[src/hdl/tone_noise_sound_generator_assert.svh]
// ----------------------------------------------------------------------------
// tone_noise_sound_generator_assert.svh
// Assertion macros for the tone and noise sound generator. The including
// module must provide clk_i and rst_ni.
// ----------------------------------------------------------------------------
`ifndef TONE_NOISE_SOUND_GENERATOR_ASSERT_SVH
`define TONE_NOISE_SOUND_GENERATOR_ASSERT_SVH

// Check cons in the same cycle whenever ante holds.
`define TNSG_ASSERT_SAME(lbl, ante, cons) \
  lbl: assert property (@(posedge clk_i) disable iff (!rst_ni) (ante) |-> (cons)) \
    else $error("tone_noise_sound_generator: same-cycle check failed");

// Check cons in the cycle after ante holds.
`define TNSG_ASSERT_NEXT(lbl, ante, cons) \
  lbl: assert property (@(posedge clk_i) disable iff (!rst_ni) (ante) |=> (cons)) \
    else $error("tone_noise_sound_generator: next-cycle check failed");

`endif

[src/hdl/tnsg_pkg.sv]
// ----------------------------------------------------------------------------
// tnsg_pkg
// Shared widths, constants, types and codes of the tone and noise generator.
// ----------------------------------------------------------------------------
package tnsg_pkg;

  // Field widths
  localparam int unsigned LATCH_W  = 8;
  localparam int unsigned SAMPLE_W = 15;
  localparam int unsigned RATE_W   = 18;
  localparam int unsigned NOISE_W  = 16;
  localparam int unsigned VCOUNT_W = 7;
  // Signed working width of the rate accumulator
  localparam int unsigned ACC_W    = 20;

  // Rate conversion
  localparam int VCLOCK_RATE  = 12000;
  localparam int MIN_RATE     = 1000;
  localparam int OUT_RATE_RST = 48000;

  // Volume envelope
  localparam logic [SAMPLE_W-1:0] FULL_VOLUME = 15'h7fff;
  localparam logic [SAMPLE_W-1:0] VOLUME_STEP = 15'd8;

  // Input item codes
  localparam logic MODE_SAMPLE = 1'b0;
  localparam logic MODE_LATCH  = 1'b1;

  // Waveform select codes, latch bits 2..0
  typedef enum logic [2:0] {
    WAVE_SQ_V2   = 3'd0,
    WAVE_SQ_V3   = 3'd1,
    WAVE_SQ_V4   = 3'd2,
    WAVE_SQ_V5   = 3'd3,
    WAVE_MIX_V04 = 3'd4,
    WAVE_MIX_V15 = 3'd5,
    WAVE_MIX_V26 = 3'd6,
    WAVE_NOISE   = 3'd7
  } tnsg_wave_e;

  // Rate sequencer states
  typedef enum logic [1:0] {
    ST_IDLE,
    ST_SUB,
    ST_TICK
  } tnsg_state_e;

  // Control from the top level and sequencer into the voice
  typedef struct packed {
    logic               latch_we;
    logic [LATCH_W-1:0] latch_data;
    logic               tick;
  } tnsg_voice_ctrl_t;

  // Status from the voice
  typedef struct packed {
    logic [SAMPLE_W-1:0] signal_level;
    logic                halve;
  } tnsg_voice_stat_t;

endpackage

[src/hdl/tnsg_if.sv]
// ----------------------------------------------------------------------------
// tnsg_if
// Valid/ready channels of the generator: request, sample and configuration.
// ----------------------------------------------------------------------------
interface tnsg_req_if;
  import tnsg_pkg::*;

  logic               valid;
  logic               ready;
  logic               mode;
  logic [LATCH_W-1:0] latch_data;

  modport source (output valid, output mode, output latch_data, input ready);
  modport sink   (input valid, input mode, input latch_data, output ready);
endinterface

interface tnsg_smp_if;
  import tnsg_pkg::*;

  logic                valid;
  logic                ready;
  logic [SAMPLE_W-1:0] sample;

  modport source (output valid, output sample, input ready);
  modport sink   (input valid, input sample, output ready);
endinterface

interface tnsg_cfg_if;
  import tnsg_pkg::*;

  logic              valid;
  logic              ready;
  logic [RATE_W-1:0] out_rate;

  modport source (output valid, output out_rate, input ready);
  modport sink   (input valid, input out_rate, output ready);
endinterface

[src/hdl/tnsg_voice.sv]
// ----------------------------------------------------------------------------
// tnsg_voice
// Sound latch, vertical counter, waveform select, noise shifter and volume
// envelope. Advances one vertical tick per cycle with tick and no latch_we.
// ----------------------------------------------------------------------------
module tnsg_voice (
  input  logic                       clk_i,
  input  logic                       rst_ni,
  input  tnsg_pkg::tnsg_voice_ctrl_t ctrl_i,
  output tnsg_pkg::tnsg_voice_stat_t stat_o
);
  import tnsg_pkg::*;

  logic [LATCH_W-1:0]  latch_q,  latch_d;
  logic [SAMPLE_W-1:0] signal_q, signal_d;
  logic [SAMPLE_W-1:0] volume_q, volume_d;
  logic [NOISE_W-1:0]  noise_q,  noise_d;
  logic [VCOUNT_W-1:0] vcount_q, vcount_d;
  logic [VCOUNT_W-1:0] vnext;
  logic                on;
  logic                noise_in;
  tnsg_wave_e          wave;

  assign vnext    = vcount_q + VCOUNT_W'(1);
  assign wave     = tnsg_wave_e'(latch_q[2:0]);
  assign noise_in = (noise_q[0] == noise_q[10]);

  // Pick the gate for the current waveform
  always_comb begin
    unique case (wave)
      WAVE_SQ_V2:   on = vnext[2];
      WAVE_SQ_V3:   on = vnext[3];
      WAVE_SQ_V4:   on = vnext[4];
      WAVE_SQ_V5:   on = vnext[5];
      WAVE_MIX_V04: on = !(vnext[0] || vnext[4]);
      WAVE_MIX_V15: on = !(vnext[1] || vnext[5]);
      WAVE_MIX_V26: on = !(vnext[2] || vnext[6]);
      WAVE_NOISE:   on = noise_q[NOISE_W-1];
      default:      on = 1'b0;
    endcase
  end

  // Apply a latch write or one vertical tick
  always_comb begin
    latch_d  = latch_q;
    signal_d = signal_q;
    volume_d = volume_q;
    noise_d  = noise_q;
    vcount_d = vcount_q;
    if (ctrl_i.latch_we) begin
      latch_d  = ctrl_i.latch_data;
      volume_d = FULL_VOLUME;
      noise_d  = '0;
    end else if (ctrl_i.tick) begin
      vcount_d = vnext;
      signal_d = on ? volume_q : '0;
      volume_d = (volume_q > VOLUME_STEP) ? (volume_q - VOLUME_STEP) : '0;
      if ((wave == WAVE_NOISE) && (vnext[1:0] == 2'b10)) begin
        noise_d = {noise_q[NOISE_W-2:0], noise_in};
      end
    end
  end

  always_ff @(posedge clk_i or negedge rst_ni) begin
    if (!rst_ni) begin
      latch_q  <= '0;
      signal_q <= '0;
      volume_q <= '0;
      noise_q  <= '0;
      vcount_q <= '0;
    end else begin
      latch_q  <= latch_d;
      signal_q <= signal_d;
      volume_q <= volume_d;
      noise_q  <= noise_d;
      vcount_q <= vcount_d;
    end
  end

  assign stat_o.signal_level = signal_q;
  assign stat_o.halve        = latch_q[3];

endmodule

[src/hdl/tnsg_rate_seq.sv]
// ----------------------------------------------------------------------------
// tnsg_rate_seq
// Rate accumulator and sequencer. One shared adder first subtracts the
// vertical clock rate, then adds the sample rate once per vertical tick
// until the accumulator is no longer negative.
// ----------------------------------------------------------------------------
module tnsg_rate_seq (
  input  logic                        clk_i,
  input  logic                        rst_ni,
  input  logic                        start_i,
  input  logic [tnsg_pkg::RATE_W-1:0] out_rate_i,
  output logic                        idle_o,
  output logic                        tick_o
);
  import tnsg_pkg::*;

  localparam logic signed [ACC_W-1:0] NEG_VCLOCK = ACC_W'(-VCLOCK_RATE);

  tnsg_state_e              state_q, state_d;
  logic signed [ACC_W-1:0]  acc_q, acc_d;
  logic signed [ACC_W-1:0]  operand;
  logic signed [ACC_W-1:0]  sum;
  logic [RATE_W-1:0]        rate_eff;

  // Clamp small rates
  assign rate_eff = (out_rate_i < RATE_W'(MIN_RATE)) ? RATE_W'(MIN_RATE) : out_rate_i;

  // Shared adder
  assign operand = (state_q == ST_SUB) ? NEG_VCLOCK
                                       : $signed({{(ACC_W-RATE_W){1'b0}}, rate_eff});
  assign sum     = acc_q + operand;

  always_ff @(posedge clk_i or negedge rst_ni) begin
    if (!rst_ni) begin
      state_q <= ST_IDLE;
      acc_q   <= '0;
    end else begin
      state_q <= state_d;
      acc_q   <= acc_d;
    end
  end

  // Step through subtract, then ticks while negative
  always_comb begin
    state_d = state_q;
    acc_d   = acc_q;
    idle_o  = 1'b0;
    tick_o  = 1'b0;
    unique case (state_q)
      ST_IDLE: begin
        idle_o = 1'b1;
        if (start_i) begin
          state_d = ST_SUB;
        end
      end
      ST_SUB: begin
        acc_d   = sum;
        state_d = sum[ACC_W-1] ? ST_TICK : ST_IDLE;
      end
      ST_TICK: begin
        tick_o  = 1'b1;
        acc_d   = sum;
        state_d = sum[ACC_W-1] ? ST_TICK : ST_IDLE;
      end
      default: begin
        state_d = ST_IDLE;
      end
    endcase
  end

endmodule

[src/hdl/tone_noise_sound_generator.sv]
// A sample appears in the output register in the cycle after its request
// transaction. A sample request keeps the block busy through the subtract
// state and the N vertical ticks it triggers (0..12), one tick per cycle from
// the shared accumulator adder; a latch write leaves the sequencer idle.
// Reset clears all but sample_q, sets the rate to 48000; no clearing pass.
// ----------------------------------------------------------------------------
// tone_noise_sound_generator
// Tone and noise sound generator with sound latch, decaying volume and
// vertical clock to sample rate conversion.
// ----------------------------------------------------------------------------
module tone_noise_sound_generator (
  input  logic       clk_i,
  input  logic       rst_ni,
  tnsg_req_if.sink   req_i,
  tnsg_smp_if.source smp_o,
  tnsg_cfg_if.sink   cfg_i
);
  import tnsg_pkg::*;

  `include "tone_noise_sound_generator_assert.svh"

  logic [RATE_W-1:0]   out_rate_q;
  logic                smp_valid_q;
  logic [SAMPLE_W-1:0] sample_q;
  logic                seq_idle;
  logic                seq_tick;
  logic                req_acc;
  logic                smp_req;
  tnsg_voice_ctrl_t    vctrl;
  tnsg_voice_stat_t    vstat;

  // Accept only when idle and the output register can take a result
  assign req_i.ready = seq_idle && (!smp_valid_q || smp_o.ready);
  assign req_acc     = req_i.valid && req_i.ready;
  assign smp_req     = req_acc && (req_i.mode == MODE_SAMPLE);

  // Hold the sample rate register
  assign cfg_i.ready = 1'b1;
  always_ff @(posedge clk_i or negedge rst_ni) begin
    if (!rst_ni) begin
      out_rate_q <= RATE_W'(OUT_RATE_RST);
    end else if (cfg_i.valid && cfg_i.ready) begin
      out_rate_q <= cfg_i.out_rate;
    end
  end

  tnsg_rate_seq u_seq (
    .clk_i      (clk_i),
    .rst_ni     (rst_ni),
    .start_i    (smp_req),
    .out_rate_i (out_rate_q),
    .idle_o     (seq_idle),
    .tick_o     (seq_tick)
  );

  assign vctrl.latch_we   = req_acc && (req_i.mode == MODE_LATCH);
  assign vctrl.latch_data = req_i.latch_data;
  assign vctrl.tick       = seq_tick;

  tnsg_voice u_voice (
    .clk_i  (clk_i),
    .rst_ni (rst_ni),
    .ctrl_i (vctrl),
    .stat_o (vstat)
  );

  // Capture the current signal on a sample request, drop it once taken
  always_ff @(posedge clk_i or negedge rst_ni) begin
    if (!rst_ni) begin
      smp_valid_q <= 1'b0;
    end else if (smp_req) begin
      smp_valid_q <= 1'b1;
    end else if (smp_o.ready) begin
      smp_valid_q <= 1'b0;
    end
  end

  always_ff @(posedge clk_i) begin
    if (smp_req) begin
      sample_q <= vstat.halve ? (vstat.signal_level >> 1) : vstat.signal_level;
    end
  end

  assign smp_o.valid  = smp_valid_q;
  assign smp_o.sample = sample_q;

  // Checks
  `TNSG_ASSERT_SAME(a_no_overwrite, req_acc, !smp_valid_q || smp_o.ready)
  `TNSG_ASSERT_SAME(a_tick_busy, seq_tick, !req_i.ready && !vctrl.latch_we)
  `TNSG_ASSERT_NEXT(a_req_result, smp_req, smp_valid_q && !seq_idle)

endmodule

[src/flat_wrapper.sv]
// flat-port wrapper written by rule: the top's interface ports become plain ports
module tone_noise_sound_generator_flat import tnsg_pkg::*;
  (clk_i, rst_ni, req_i_valid, req_i_mode, req_i_latch_data, req_i_ready, smp_o_valid, smp_o_sample, smp_o_ready, cfg_i_valid, cfg_i_out_rate, cfg_i_ready);
  tnsg_req_if req_i_i ();
  tnsg_smp_if smp_o_i ();
  tnsg_cfg_if cfg_i_i ();
  input  logic clk_i;
  input  logic rst_ni;
  input wire logic [$bits(req_i_i.valid)-1:0] req_i_valid;
  input wire logic [$bits(req_i_i.mode)-1:0] req_i_mode;
  input wire logic [$bits(req_i_i.latch_data)-1:0] req_i_latch_data;
  output wire logic [$bits(req_i_i.ready)-1:0] req_i_ready;
  output wire logic [$bits(smp_o_i.valid)-1:0] smp_o_valid;
  output wire logic [$bits(smp_o_i.sample)-1:0] smp_o_sample;
  input wire logic [$bits(smp_o_i.ready)-1:0] smp_o_ready;
  input wire logic [$bits(cfg_i_i.valid)-1:0] cfg_i_valid;
  input wire logic [$bits(cfg_i_i.out_rate)-1:0] cfg_i_out_rate;
  output wire logic [$bits(cfg_i_i.ready)-1:0] cfg_i_ready;
  assign req_i_i.valid = req_i_valid;
  assign req_i_i.mode = req_i_mode;
  assign req_i_i.latch_data = req_i_latch_data;
  assign req_i_ready = req_i_i.ready;
  assign smp_o_valid = smp_o_i.valid;
  assign smp_o_sample = smp_o_i.sample;
  assign smp_o_i.ready = smp_o_ready;
  assign cfg_i_i.valid = cfg_i_valid;
  assign cfg_i_i.out_rate = cfg_i_out_rate;
  assign cfg_i_ready = cfg_i_i.ready;
  tone_noise_sound_generator u_core (.clk_i(clk_i), .rst_ni(rst_ni), .req_i(req_i_i), .smp_o(smp_o_i), .cfg_i(cfg_i_i));
endmodule
[config.mk]
export PLATFORM = sky130hd
export DESIGN_NAME = tone_noise_sound_generator_flat
export DESIGN_NICKNAME = d
export VERILOG_FILES = /design/src/hdl/tnsg_pkg.sv /design/src/hdl/tnsg_if.sv /design/src/hdl/tnsg_voice.sv /design/src/hdl/tnsg_rate_seq.sv /design/src/hdl/tone_noise_sound_generator.sv /design/src/flat_wrapper.sv
export VERILOG_INCLUDE_DIRS = /design/src /design/src/hdl
export SDC_FILE = /design/constraint.sdc
export NUM_CORES = 1
export LEC_CHECK = 0
export BUFFER_PORTS_ARGS = -buffer_cell sky130_fd_sc_hd__clkbuf_2
export CORE_MARGIN = 4
export CORE_UTILIZATION = 60
export CTS_CLUSTER_SIZE = 8
export DETAILED_ROUTE_END_ITERATION = 10
export GPL_ROUTABILITY_DRIVEN = 0
export PLACE_DENSITY_LB_ADDON = 0.15
export SLEW_MARGIN = 0
export SYNTH_ARGS = -nofsm -noshare
export SYNTH_HDL_FRONTEND = slang
export SYNTH_SLANG_ARGS = --single-unit
[constraint.sdc]
create_clock -name clk_i -period 4.4 [get_ports clk_i]
set_clock_uncertainty 0.2 [all_clocks]
set_input_delay 0.44 -clock clk_i [delete_from_list [all_inputs] [get_ports clk_i]]
set_output_delay 0.44 -clock clk_i [all_outputs]
set_load 0.1 [all_outputs]
## After elaboration in Yosys (flattened, before gate mapping)

Index checks and enable logic that the tools add are counted.

| storage, ports and cells | value |
|---|---|
| register bits | 113 |
| output and inout port bits | 18 |
| word-level logic and storage cells | 69 |

| cells by class | value |
|---|---|
| add/sub/neg operators | 3 |
| magnitude comparators | 2 |
| equal/unequal tests | 12 |
| mux-type cells | 18 |
| bitwise logic cells | 2 |
| reductions and logical operators | 21 |

Operators with widths:

| operator | count |
|---|---|
| $mux 15 | 4 |
| $mux 16 | 3 |
| $add 20x20->20 | 1 |
| $mux 20 | 1 |
| $lt 18x10->1 const B | 1 |
| $mux 18 | 1 |
| $gt 15x4->1 const B | 1 |
| $sub 15x4->15 const B | 1 |
| $mux 14 | 1 |
| $eq 3x3->1 const B | 4 |
| $pmux 1 s8 | 1 |
| $add 7x1->7 const B | 1 |
| $eq 3x2->1 const B | 2 |
| $reduce_bool 2->1 | 3 |
| $logic_and 1x1->1 | 5 |
| $eq 2x2->1 const B | 2 |
| $logic_not 1->1 | 4 |
| $logic_or 1x1->1 | 4 |
| $mux 1 | 4 |
| $mux 2 | 2 |
| $pmux 2 s2 | 1 |
| $reduce_and 2->1 | 2 |
| $eq 3x1->1 const B | 1 |
| $logic_not 3->1 | 1 |
| 6 further kinds | 7 |

## Longest topological paths before layout

| depth | value |
|---|---|
| word-level depth | 7 |
| mapped depth | 13 |
| gate-level depth less buffers | 13 |

## By module

From an unflattened synthesis, not the netlist that was laid out.

| second synthesis, totals | value |
|---|---|
| cell total of the unflattened synthesis | 588 |
| area total of the unflattened synthesis | 6185.9 µm² |

By module, submodules not included:

| module | instances | cells an instance | area each (µm²) | seq. area each (µm²) |
|---|---|---|---|---|
| tnsg_voice | 1 | 277 | 2657.5 | 1326.3 |
| tnsg_rate_seq | 1 | 232 | 2053.2 | 550.5 |
| tone_noise_sound_generator | 1 | 79 | 1475.2 | 934.6 |

## Worst setup path before layout

OpenSTA, ideal clock, no wires.

| timing | value |
|---|---|
| path kind | reg2reg |
| from | reg u_core.out_rate_q[9] |
| to | reg u_core.u_seq.state_q[1] |
| setup time | 120 ps |
| data arrival time | 3293 ps |
| data required time | 4080 ps |
| setup slack | 788 ps |
| cell stages (with the launch flop) | 13 |
| buffers on the path | 0 |
| path through | dfstp_2 inv_1 or4_1 a31oi_1 and2_1 ha_1 a211oi_1 nor2_1 o211a_1 o211a_1 a2111oi_2 xor2_1 a31o_1 |

| between the ends | value |
|---|---|
| word-level cells in the longest chain between the ends | 6 |

Ends and longest elaborated chain:

| item | RTL line | RTL |
|---|---|---|
| from (decl) | tone_noise_sound_generator.sv:22 | `logic [RATE_W-1:0] out_rate_q;` |
| from (signal assigned) | tone_noise_sound_generator.sv:41 | `out_rate_q <= RATE_W'(OUT_RATE_RST);` |
| from (signal assigned) | tone_noise_sound_generator.sv:43 | `out_rate_q <= cfg_i.out_rate;` |
| $lt 18x10->1 | tnsg_rate_seq.sv:26 | `assign rate_eff = (out_rate_i < RATE_W'(MIN_RATE)) ? RATE_W'(MIN_RATE) : out_rate_i;` |
| $mux 18 * | tnsg_rate_seq.sv:26 |  |
| $mux 20 * | tnsg_rate_seq.sv:29 | `assign operand = (state_q == ST_SUB) ? NEG_VCLOCK` |
| $add 20x20->20 * | tnsg_rate_seq.sv:31 | `assign sum = acc_q + operand;` |
| $mux 2 * | tnsg_rate_seq.sv:58, tnsg_rate_seq.sv:63 |  |
| $pmux 2 s2 * | tnsg_rate_seq.sv:49 | `unique case (state_q)` |
| to (signal assigned) | tnsg_rate_seq.sv:38 | `state_q <= state_d;` |
| to (decl) | tnsg_rate_seq.sv:19 | `tnsg_state_e state_q, state_d;` |

Mark *: on every way between the ends. The rest lies on a longest branch, timed or not.
A chain may end at the register's enable or synchronous reset.

## Final worst setup path

| timing | value |
|---|---|
| from | reg u_core.out_rate_q[9] |
| to | reg u_core.u_seq.acc_q[18] |

| between the ends | value |
|---|---|
| word-level cells in the longest chain between the ends | 4 |

Ends and longest elaborated chain:

| item | RTL line | RTL |
|---|---|---|
| $lt 18x10->1 | tnsg_rate_seq.sv:26 |  |
| $mux 18 * | tnsg_rate_seq.sv:26 |  |
| $mux 20 * | tnsg_rate_seq.sv:29 |  |
| $add 20x20->20 * | tnsg_rate_seq.sv:31 |  |
| to (signal assigned) | tnsg_rate_seq.sv:36 | `acc_q <= '0;` |
| to (signal assigned) | tnsg_rate_seq.sv:39 | `acc_q <= acc_d;` |
| to (decl) | tnsg_rate_seq.sv:20 | `logic signed [ACC_W-1:0] acc_q, acc_d;` |

Marked as above.

==> results.sh <==
export IMPL_syn_to_final_growth_pct=8.43
export IMPL_rsz0062_at_grt="false"
export IMPL_power_density_nw_per_um2=694
export IMPL_critPathKind="flip-flop to flip-flop"
export IMPL_synth_enable_flop_cells=14
export IMPL_cp_max_fo=6
export IMPL_clkTransAtPathRegs_ns=0.11
export IMPL_antenna_cells=0
export IMPL_die_area_sq_um=11100
export IMPL_min_path_type="input port to asynchronous set/reset pin"
export IMPL_synthesis_nets=614
export IMPL_clk_path_buf_depth=2
export IMPL_r2r_start="u_core.out_rate_q[9]"
export IMPL_tns_ns=0
export IMPL_postRouteAntennaNets=0
export IMPL_cts_hold_buf=0
export IMPL_cts_tree="done"
export IMPL_grt_overflow=0
export IMPL_maxSlewViolCount=0
export IMPL_async_flop_share_pct=87.0
export IMPL_reg2reg_setup_slack_ns=0.36
export IMPL_period_share_pct=91.8
export IMPL_wl_per_cell_um=14.7
export IMPL_crit_path_max_incr_delay_ns=0.55
export IMPL_cts_setup_buffers=0
export IMPL_p_leak_nw=2.79
export IMPL_reg2regPathDepth=13
export IMPL_initial_utilization_pct=61.7
export IMPL_ctsRootBufferMaster="clkbuf_8"
export IMPL_numPortBuffers=44
export IMPL_run_status="finished with violations"
export IMPL_hold_ws_ns=-0.0103
export IMPL_die_y_um=105
export IMPL_cts_buffers=9
export IMPL_drtIter0Drc=209
export IMPL_dpl_instance_area_sq_um=6000
export IMPL_cts_repair_resized=0
export IMPL_critPathArrivalTime_ns=4.08
export IMPL_routed_wl_mm=10.6
export IMPL_hpwlAfterDp_mm=7.56
export IMPL_clock_fmax_mhz=248
export IMPL_via_count=4114
export IMPL_syn_instance_count=556
export IMPL_fp_row_count=35
export IMPL_worstMarginPinSlew_ns=1.14
export IMPL_reg2reg_to="u_core.u_seq.acc_q[18]"
export IMPL_min_period_ns=4.04
export IMPL_grt_start_max_net_pins=73
export IMPL_critPathSlowestCell="or4_1"
export IMPL_cts_sinks=108
export IMPL_drive_above_1_share_pct=19.6
export IMPL_ys_warn_count=0
export IMPL_fin_nets=645
export IMPL_cp_required_ns=4.45
export IMPL_firstDrtPassIters=5
export IMPL_io_pins=50
export IMPL_cp_common_cell="nor3_1"
export IMPL_fin_area_sq_um=6180
export IMPL_grt_pass1_vias=4087
export IMPL_grt_usage_pct=20.7
export IMPL_violations="negative hold slack"
export IMPL_drcViolationCount=0
export IMPL_hold_viol_final=14
export IMPL_syn_area_sq_um=5700
export IMPL_ir_worst_vdd_v=0.000323
export IMPL_ctsHtreeMaxLevel=3
export IMPL_dieWidth_um=105
export IMPL_avgSynthCellArea_sq_um=10.3
export IMPL_yosys_most_used_dff="dfrtp_1"
export IMPL_yosysUniqueCellTypes=56
export IMPL_antenna_found_initial=0
export IMPL_setup_viol=0
export IMPL_cp_start_kind="flip-flop"
export IMPL_synth_seq_cells=108
export IMPL_synth_seq_area_share_pct=48.8
export IMPL_viasPerCell=5.71
export IMPL_clkLatencyLatePin_ns=0.37
export IMPL_timing_slew_headroom_pct=23.5
export IMPL_crit_chain="inv_1 > or4_1 > a31oi_1 > and2_1 > ha_1 > fa_1 > a211oi_1 > nor3_1 > nor3_1 > or2_2 > o21a_1 > o2111a_1 > a221o_1"
export IMPL_fp_coreArea_sq_um=9240
export IMPL_grt_pass1_wl_mm=18.9
export IMPL_endpoint_kind="flip-flop"
export IMPL_cap_violations=0
-- power breakdown --
group / internal [mW] / switching (mW)
clock: 0.214 / 0.340
combinational: 0.947 / 1.26
sequential: 1.31 / 0.221
total: 2.47 / 1.82
-- metal layers --
metal	vias up	share of wire, %	GRT usage, %
li1	2057	-	-
met1	1959	48	29.2
met2	89	47	33.2
met3	9	3.9	3.37
met5	-	0	0
met4	0	1.2	5.81
-- state kept, by name (all words and copies together) (netlist names) --
signal / flops
u_core.out_rate_q: 18
u_core.smp_o.sample: 14
u_core.smp_o.valid: 1
u_core.u_seq.acc_q: 20
u_core.u_seq.state_q: 2
u_core.u_voice.latch_q: 4
u_core.u_voice.noise_q: 16
u_core.u_voice.signal_q: 13
u_core.u_voice.vcount_q: 7
u_core.u_voice.volume_q: 13
-- metrics by stage --
step / cells / power (mW) / util [%] / setup WS (ns) / hold WS (ns)
floorplan: 556 / 3.34 / - / 0.788 / -0.0556
global placement: 705 / 3.68 / 65.0 / 0.465 / 0.271
detailed placement: 705 / 3.74 / 65.0 / 0.403 / 0.280
CTS: 721 / 4.32 / 66.9 / 0.367 / 0.0107
global route: 721 / 4.67 / 66.9 / 0.127 / 0.0485
finish: 721 / 4.29 / 66.9 / 0.363 / -0.0103
-- cells by family (layout without fill, tap and decap cells) --
group / Yosys count / count (layout) / synth area share (%)
muxes: 38 / 38 / 7.48
AOI/OAI and AO/OA: 129 / 129 / 15.3
buffers and inverters: 45 / 81 / 3.16
adders and majority gates: 26 / 26 / 5.84
and+or+nand+nor: 184 / 184 / 15.5
xor gates and xnor gates: 25 / 25 / 3.84
DFF: 108 / 108 / 48.8
other: 1 / 1 / 0.0658
-- cells in the final DEF, fill, tap and decap left out, types with 7 or more instances in the layout --
cell type,count
dfrtp_1,87
mux2_2,37
a21oi_1,38
a22o_1,13
dfstp_2,7
xor2_1,10
nor3_1,15
xnor2_1,15
and3_1,8
or2_2,7
clkbuf_2,43
ha_1,25
edfxtp_1,14
clkbuf_8,9
nor2b_1,7
inv_1,17
nand3_1,16
a21o_1,13
o21ai_0,26
nor2_1,24
nand2_1,73
nand2b_1,7
-- cells in the mapped netlist (10+ instances only) --
library cell,number,area [sq um]
dfrtp_1,87,2180
edfxtp_1,14,420
ha_1,25,313
nand2_1,73,274
a21oi_1,38,190
nor3_1,15,75.1
a21o_1,13,97.6
xor2_1,10,87.6
clkbuf_1,20,75.1
a22o_1,13,114
inv_1,17,63.8
nand3_1,16,80.1
mux2_2,37,417
o21ai_0,26,130
xnor2_1,15,131
nor2_1,24,90.1
-- area by class of cell --
class                      count  area, sq um
clock buffer                  10          128
tap                          129          161
inverter                      17         63.8
multi-input combinational    403         2750
timing repair buffer          48          253
sequential                   108         2780
fill                         736         3060
clock inverter                 6         48.8
-- worst max-delay path: cells and delay by family, from the launching register on --
kind | cells | cell delay [ns]
and+or+nand+nor | 5 | 1.43
AOI/OAI and AO/OA | 5 | 1.24
DFF | 1 | 0.53
adders and majority gates | 2 | 0.46
buffers and inverters | 1 | 0.05
-- worst max path at each step --
| stage | startpoint | endpoint | cells past startpoint |
|---|---|---|---|
| 6_report | u_core.out_rate_q[9] | u_core.u_seq.acc_q[18] | 13 |
| 5_1_grt | u_core.out_rate_q[9] | u_core.u_seq.acc_q[18] | 13 |
| 4_1_cts | u_core.out_rate_q[9] | u_core.u_seq.acc_q[18] | 13 |
| 3_5_place_dp | u_core.out_rate_q[9] | u_core.u_seq.acc_q[18] | 13 |
| 3_3_place_gp | u_core.out_rate_q[9] | u_core.u_seq.state_q[1] | 12 |
| 2_1_floorplan | u_core.out_rate_q[9] | u_core.u_seq.state_q[1] | 12 |
No activity file was read; power rests on OpenSTA's default activity.
